$ cat src/rtl/bss_pkg.sv
`timescale 1ns / 1ps
package bss_pkg;

  // width of the segment length config field
  localparam int CFG_W = 6;
  // samples per segment after reset
  localparam int RESET_SAMPLES = 20;

  // controller to datapath commands
  typedef struct packed {
    logic accept;    // latch the incoming waypoint
    logic shift;     // shift the waypoint window
    logic shift_in;  // shift source is the input port, else the latched point
    logic setup;     // build control points, restart the t accumulator
    logic seg2;      // segment that ends at the new waypoint
    logic full;      // previous neighbor exists in the window
    logic issue;     // start one sample down the pipeline
    logic run_end;   // sample issued is the last one for this word
  } dp_cmd_t;

  // datapath to controller status
  typedef struct packed {
    logic adv;       // pipeline advances this cycle
  } dp_sts_t;

endpackage

$ cat src/rtl/bss_ctrl.sv
`timescale 1ns / 1ps
module bss_ctrl #(
  parameter int MAX_SAMPLES = 32
) (
  input  logic                               clk,
  input  logic                               rst_n,
  input  logic                               in_valid,
  input  logic                               in_last,
  output logic                               in_ready,
  input  logic [$clog2(MAX_SAMPLES+1)-1:0]   samples,
  output bss_pkg::dp_cmd_t                   cmd,
  input  bss_pkg::dp_sts_t                   sts
);
  import bss_pkg::*;

  localparam int NCW = $clog2(MAX_SAMPLES + 1);

  typedef enum logic [2:0] {
    ST_IDLE  = 3'b001,
    ST_SETUP = 3'b010,
    ST_RUN   = 3'b100
  } state_t;

  state_t         state_r, state_nxt;
  logic [1:0]     pts_r, pts_nxt;
  logic           seg2_r, seg2_nxt;
  logic           full_r, full_nxt;
  logic           pend2_r, pend2_nxt;
  logic [NCW-1:0] cnt_r, cnt_nxt;
  logic           last_seg;
  logic           cnt_done;
  logic           has1, has2;

  assign last_seg = seg2_r || !pend2_r;
  assign cnt_done = (cnt_r == samples - NCW'(1));
  assign has1     = (pts_r >= 2'd2);
  assign has2     = in_last && (pts_r != 2'd0);
  assign in_ready = (state_r == ST_IDLE);

  // next state and commands
  always_comb begin
    state_nxt = state_r;
    pts_nxt   = pts_r;
    seg2_nxt  = seg2_r;
    full_nxt  = full_r;
    pend2_nxt = pend2_r;
    cnt_nxt   = cnt_r;
    cmd       = '0;
    unique case (state_r)
      ST_IDLE: begin
        if (in_valid) begin
          cmd.accept = 1'b1;
          if (in_last) pts_nxt = 2'd0;
          else if (pts_r != 2'd3) pts_nxt = pts_r + 2'd1;
          if (has1) begin
            seg2_nxt  = 1'b0;
            full_nxt  = (pts_r == 2'd3);
            pend2_nxt = has2;
            state_nxt = ST_SETUP;
          end else if (has2) begin
            seg2_nxt  = 1'b1;
            full_nxt  = 1'b0;
            pend2_nxt = 1'b0;
            state_nxt = ST_SETUP;
          end else begin
            // no segment: window takes the point straight from the port
            cmd.shift    = 1'b1;
            cmd.shift_in = 1'b1;
          end
        end
      end
      ST_SETUP: begin
        cmd.setup = 1'b1;
        cmd.seg2  = seg2_r;
        cmd.full  = full_r;
        // window is free once the last control points are built
        cmd.shift = last_seg;
        cnt_nxt   = '0;
        state_nxt = ST_RUN;
      end
      ST_RUN: begin
        cmd.issue   = sts.adv;
        cmd.run_end = last_seg && cnt_done;
        if (sts.adv) begin
          cnt_nxt = cnt_r + NCW'(1);
          if (cnt_done) begin
            if (!last_seg) begin
              seg2_nxt  = 1'b1;
              full_nxt  = 1'b1;
              pend2_nxt = 1'b0;
              state_nxt = ST_SETUP;
            end else begin
              state_nxt = ST_IDLE;
            end
          end
        end
      end
      default: state_nxt = ST_IDLE;
    endcase
  end

  // control registers
  always_ff @(posedge clk) begin
    if (!rst_n) begin
      state_r <= ST_IDLE;
      pts_r   <= '0;
      seg2_r  <= 1'b0;
      full_r  <= 1'b0;
      pend2_r <= 1'b0;
      cnt_r   <= '0;
    end else begin
      state_r <= state_nxt;
      pts_r   <= pts_nxt;
      seg2_r  <= seg2_nxt;
      full_r  <= full_nxt;
      pend2_r <= pend2_nxt;
      cnt_r   <= cnt_nxt;
    end
  end

endmodule

$ cat config.mk
export PLATFORM = sky130hd
export DESIGN_NAME = bss_ctrl
export DESIGN_NICKNAME = d
export VERILOG_FILES = /design/src/rtl/bss_pkg.sv /design/src/rtl/bss_ctrl.sv
export SDC_FILE = /design/constraint.sdc
export NUM_CORES = 1
export LEC_CHECK = 0
export BUFFER_PORTS_ARGS = -buffer_cell sky130_fd_sc_hd__buf_2
export CAP_MARGIN = 25
export CORE_MARGIN = 2
export CORE_UTILIZATION = 60
export CTS_BUF_LIST = sky130_fd_sc_hd__clkbuf_8
export DETAILED_ROUTE_END_ITERATION = 10
export PLACE_DENSITY = 0.91
export SLEW_MARGIN = 20
export SYNTH_ARGS = -nofsm -noshare
export SYNTH_HDL_FRONTEND = slang
export SYNTH_SLANG_ARGS = --single-unit
$ cat constraint.sdc
create_clock -name clk -period 5.7 [get_ports clk]
set_clock_uncertainty 0.05 [all_clocks]
set_input_delay 0.285 -clock clk [delete_from_list [all_inputs] [get_ports clk]]
set_output_delay 0.285 -clock clk [all_outputs]
set_load 0.005 [all_outputs]
==> results.txt <==
Crit-path slowest cell = or3_1
Fmax achieved = 479 MHz
WL/cell = 13.8 um
clk root buf = clkbuf_8
met1 Use GR = 0.305
Main synth FF type = dfxtp_1
area grow syn2layout = 15.6%
final worst path period need = 2.09 ns
I/O pins = 20
CP max FO = 4
# diodes = 0
R2R cell count = 6
worst-path cell chain = inv_1, ha_1, or3_1, a22oi_1, mux2_2, o211a_1
area used by multi-input combinational logic = 662 um^2
H-tree levels = 1
top-count cell post-synth = dfxtp_1
Placer Congestion = 0.835
vias per cell = 5.91
Clock Sink Count = 14
Worst EP arrival = 2.17 ns
Num CTS Buffers = 3
yosys warns = 0
Final Hold Viols = 0
DRT Pass-1 Iters = 4
via count = 898
Die Wd = 44.4 um
top-area cell type share of the netlist area = 0.286
Crit Path Category = reg -> reg
Yosys reg bits = 14
post-cts sizing count = 0
Max Slew Vio Count = 0
Worst Setup End Kind = flip-flop
Slew @ Worst Pin = 0.526 ns
Hold WS = 0.289 ns
CTS clk-pin slew, worst paths = 0.05 ns
Pwr Density = 188 mW/mm^2
status = complete, no violations
Max transition margin = 0.650
async set-reset flop share out of synthesis = 0
Total GRT Usage = 0.254
worst vdd ir = 141 uV
unrepaired setup endpoints after global routing = false
# port buffers = 19
EDFF count, synth = 0
Post-DP HPWL = 1590 um
CTS tree = built
Post-Route Setup TNS = 0 ns
Critical Path Source Type = flip-flop
Tcrit/Tclk final = 0.366
synth top area cells = dfxtp_1 29%, ha_1 7.7%, xor2_1 7.2%
die height = 44.4 um
required time of the critical path = 5.78 ns
initial antenna violation count = 0
proportion of layout cells with a drive suffix above 1 = 0.235
# rows = 14
GR peak layer = met2
Core ar. = 0.00152 mm^2
Cell variety after synth = 40
syn_nets = 132
Mapped Area = 980 um^2
maximum capacitance violations = 0
Comb power frac = 0.144
first-pass GRT wire length = 3560 um
initial drt markers = 23
hold depth = 3
largest net degree at the start of global routing = 13
nets = 155
FF/Latch Area = 280 um^2
total power = 0.213 mW
Post-CTS Repair Setup Buffers = 0
Sw Ratio = 0.241
area leader, netlist = dfxtp_1
Initial Util = 0.643
most frequent cells after synthesis = 14 x dfxtp_1, 9 x nand2_1, 8 x inv_1, 8 x xor2_1, 7 x nor2_1
power share of the clock group = 0.375
# fillers = 115
routing usage on met3 = 0.0490
Mapped Cells = 115
leakage power = 0.504 nW
vias in the first global route = 830
GR Util met2 = 0.432
syn avg cell area = 8.52 um^2
sequential power share = 0.481
Net Sw Power = 0.0511 mW
total gr overflow = 0
hold_buf cts = 0
register area share after synthesis = 0.286
Clk Latency, worst-skew pair = 0.24 ns
fin util = 0.743
Final setup viols = 0
die area = 0.00197 mm^2
worst min-delay path class = in -> reg
Int Power = 0.161 mW
CTS max path bufs = 2
Slowest Stage Delay on Critical Path = 0.42 ns
final WL = 2110 um
detailed-route DRC error count = 0
Antenna Violating Nets Remaining = 0
[worst paths after layout]
kind | from | endpoint | slack (ns)
setup / recovery | pts_r[0]$_SDFFE_PN0P_ | seg2_r$_SDFFE_PN0P_ | 3.61
hold / removal | sts | state_r[0]$_SDFFE_PN1P_ | 0.29
setup reg to reg | pts_r[0]$_SDFFE_PN0P_ | seg2_r$_SDFFE_PN0P_ | 3.61
hold reg to reg | pend2_r$_SDFFE_PN0P_ | pend2_r$_SDFFE_PN0P_ | 0.45
[per-stage QoR]
step                cell area, um^2  setup slack [ns]  std cells
floorplan                       980              3.80        115
global placement               1090              3.70        149
detailed placement             1090              3.67        149
CTS                            1130              3.61        152
global route                   1130              3.51        152
finish                         1130              3.61        152
[layout make-up]
| type | count | share of cell area |
|---|---|---|
| Multi-Input combinational cell | 91 | 0.585 |
| Clock buffer | 3 | 0.0365 |
| Tap cell | 16 | 0.0177 |
| Sequential cell | 14 | 0.248 |
| Timing Repair Buffer | 19 | 0.0840 |
| Inverter | 9 | 0.0298 |
[per-layer routing]
| metal | vias up | wire length, um |
|---|---|---|
| li1 | 448 | - |
| met1 | 415 | 971 |
| met2 | 29 | 987 |
| met3 | 6 | 121 |
| met4 | 0 | 25 |
| met5 | - | 0 |
[power by group through the flow]
stage	Combinational (mW)	Clock [mW]	Sequential (mW)
after floorplan	0.0200	0	0.104
after CTS	0.0308	0.0819	0.102
after detailed placement	0.0304	0	0.104
after global placement	0.0293	0	0.104
final	0.0306	0.0797	0.102
after global routing	0.0345	0.0853	0.102
[registers in the layout, indices dropped and copies added (netlist names)]
register	flops
cnt_r	6
state_r	3
pts_r	2
seg2_r	1
full_r	1
pend2_r	1
[kinds of logic (layout without fill, tap and decap cells)]
family / count (synthesis) / after routing / synth area share
XOR/XNOR: 13 / 13 / 0.116
AND/OR/NAND/NOR: 46 / 46 / 0.281
adder cells (fa/ha/maj): 6 / 6 / 0.0766
flip-flops: 14 / 14 / 0.286
buffers and inverters: 10 / 31 / 0.0383
multiplexers: 3 / 3 / 0.0332
AO/OA/AOI/OAI: 23 / 23 / 0.169
[cells in the final DEF (no fill, tap or decap), types with 5 or more instances in the layout]
cell	instances
xnor2_1	5
nor2b_1	5
nor2_1	7
nand2_1	9
inv_1	8
xor2_1	8
ha_1	6
o21ai_0	5
dfxtp_1	14
buf_2	19
[worst max-delay path, delay by kind of cell (launching register included)]
family | cells | cell delay [ns]
flops | 1 | 0.36
simple gates | 1 | 0.42
buf+inv | 1 | 0.10
compound gates | 2 | 0.44
mux | 1 | 0.38
fa+ha+maj | 1 | 0.24
Note: power is estimated with default switching activity, not from simulation.
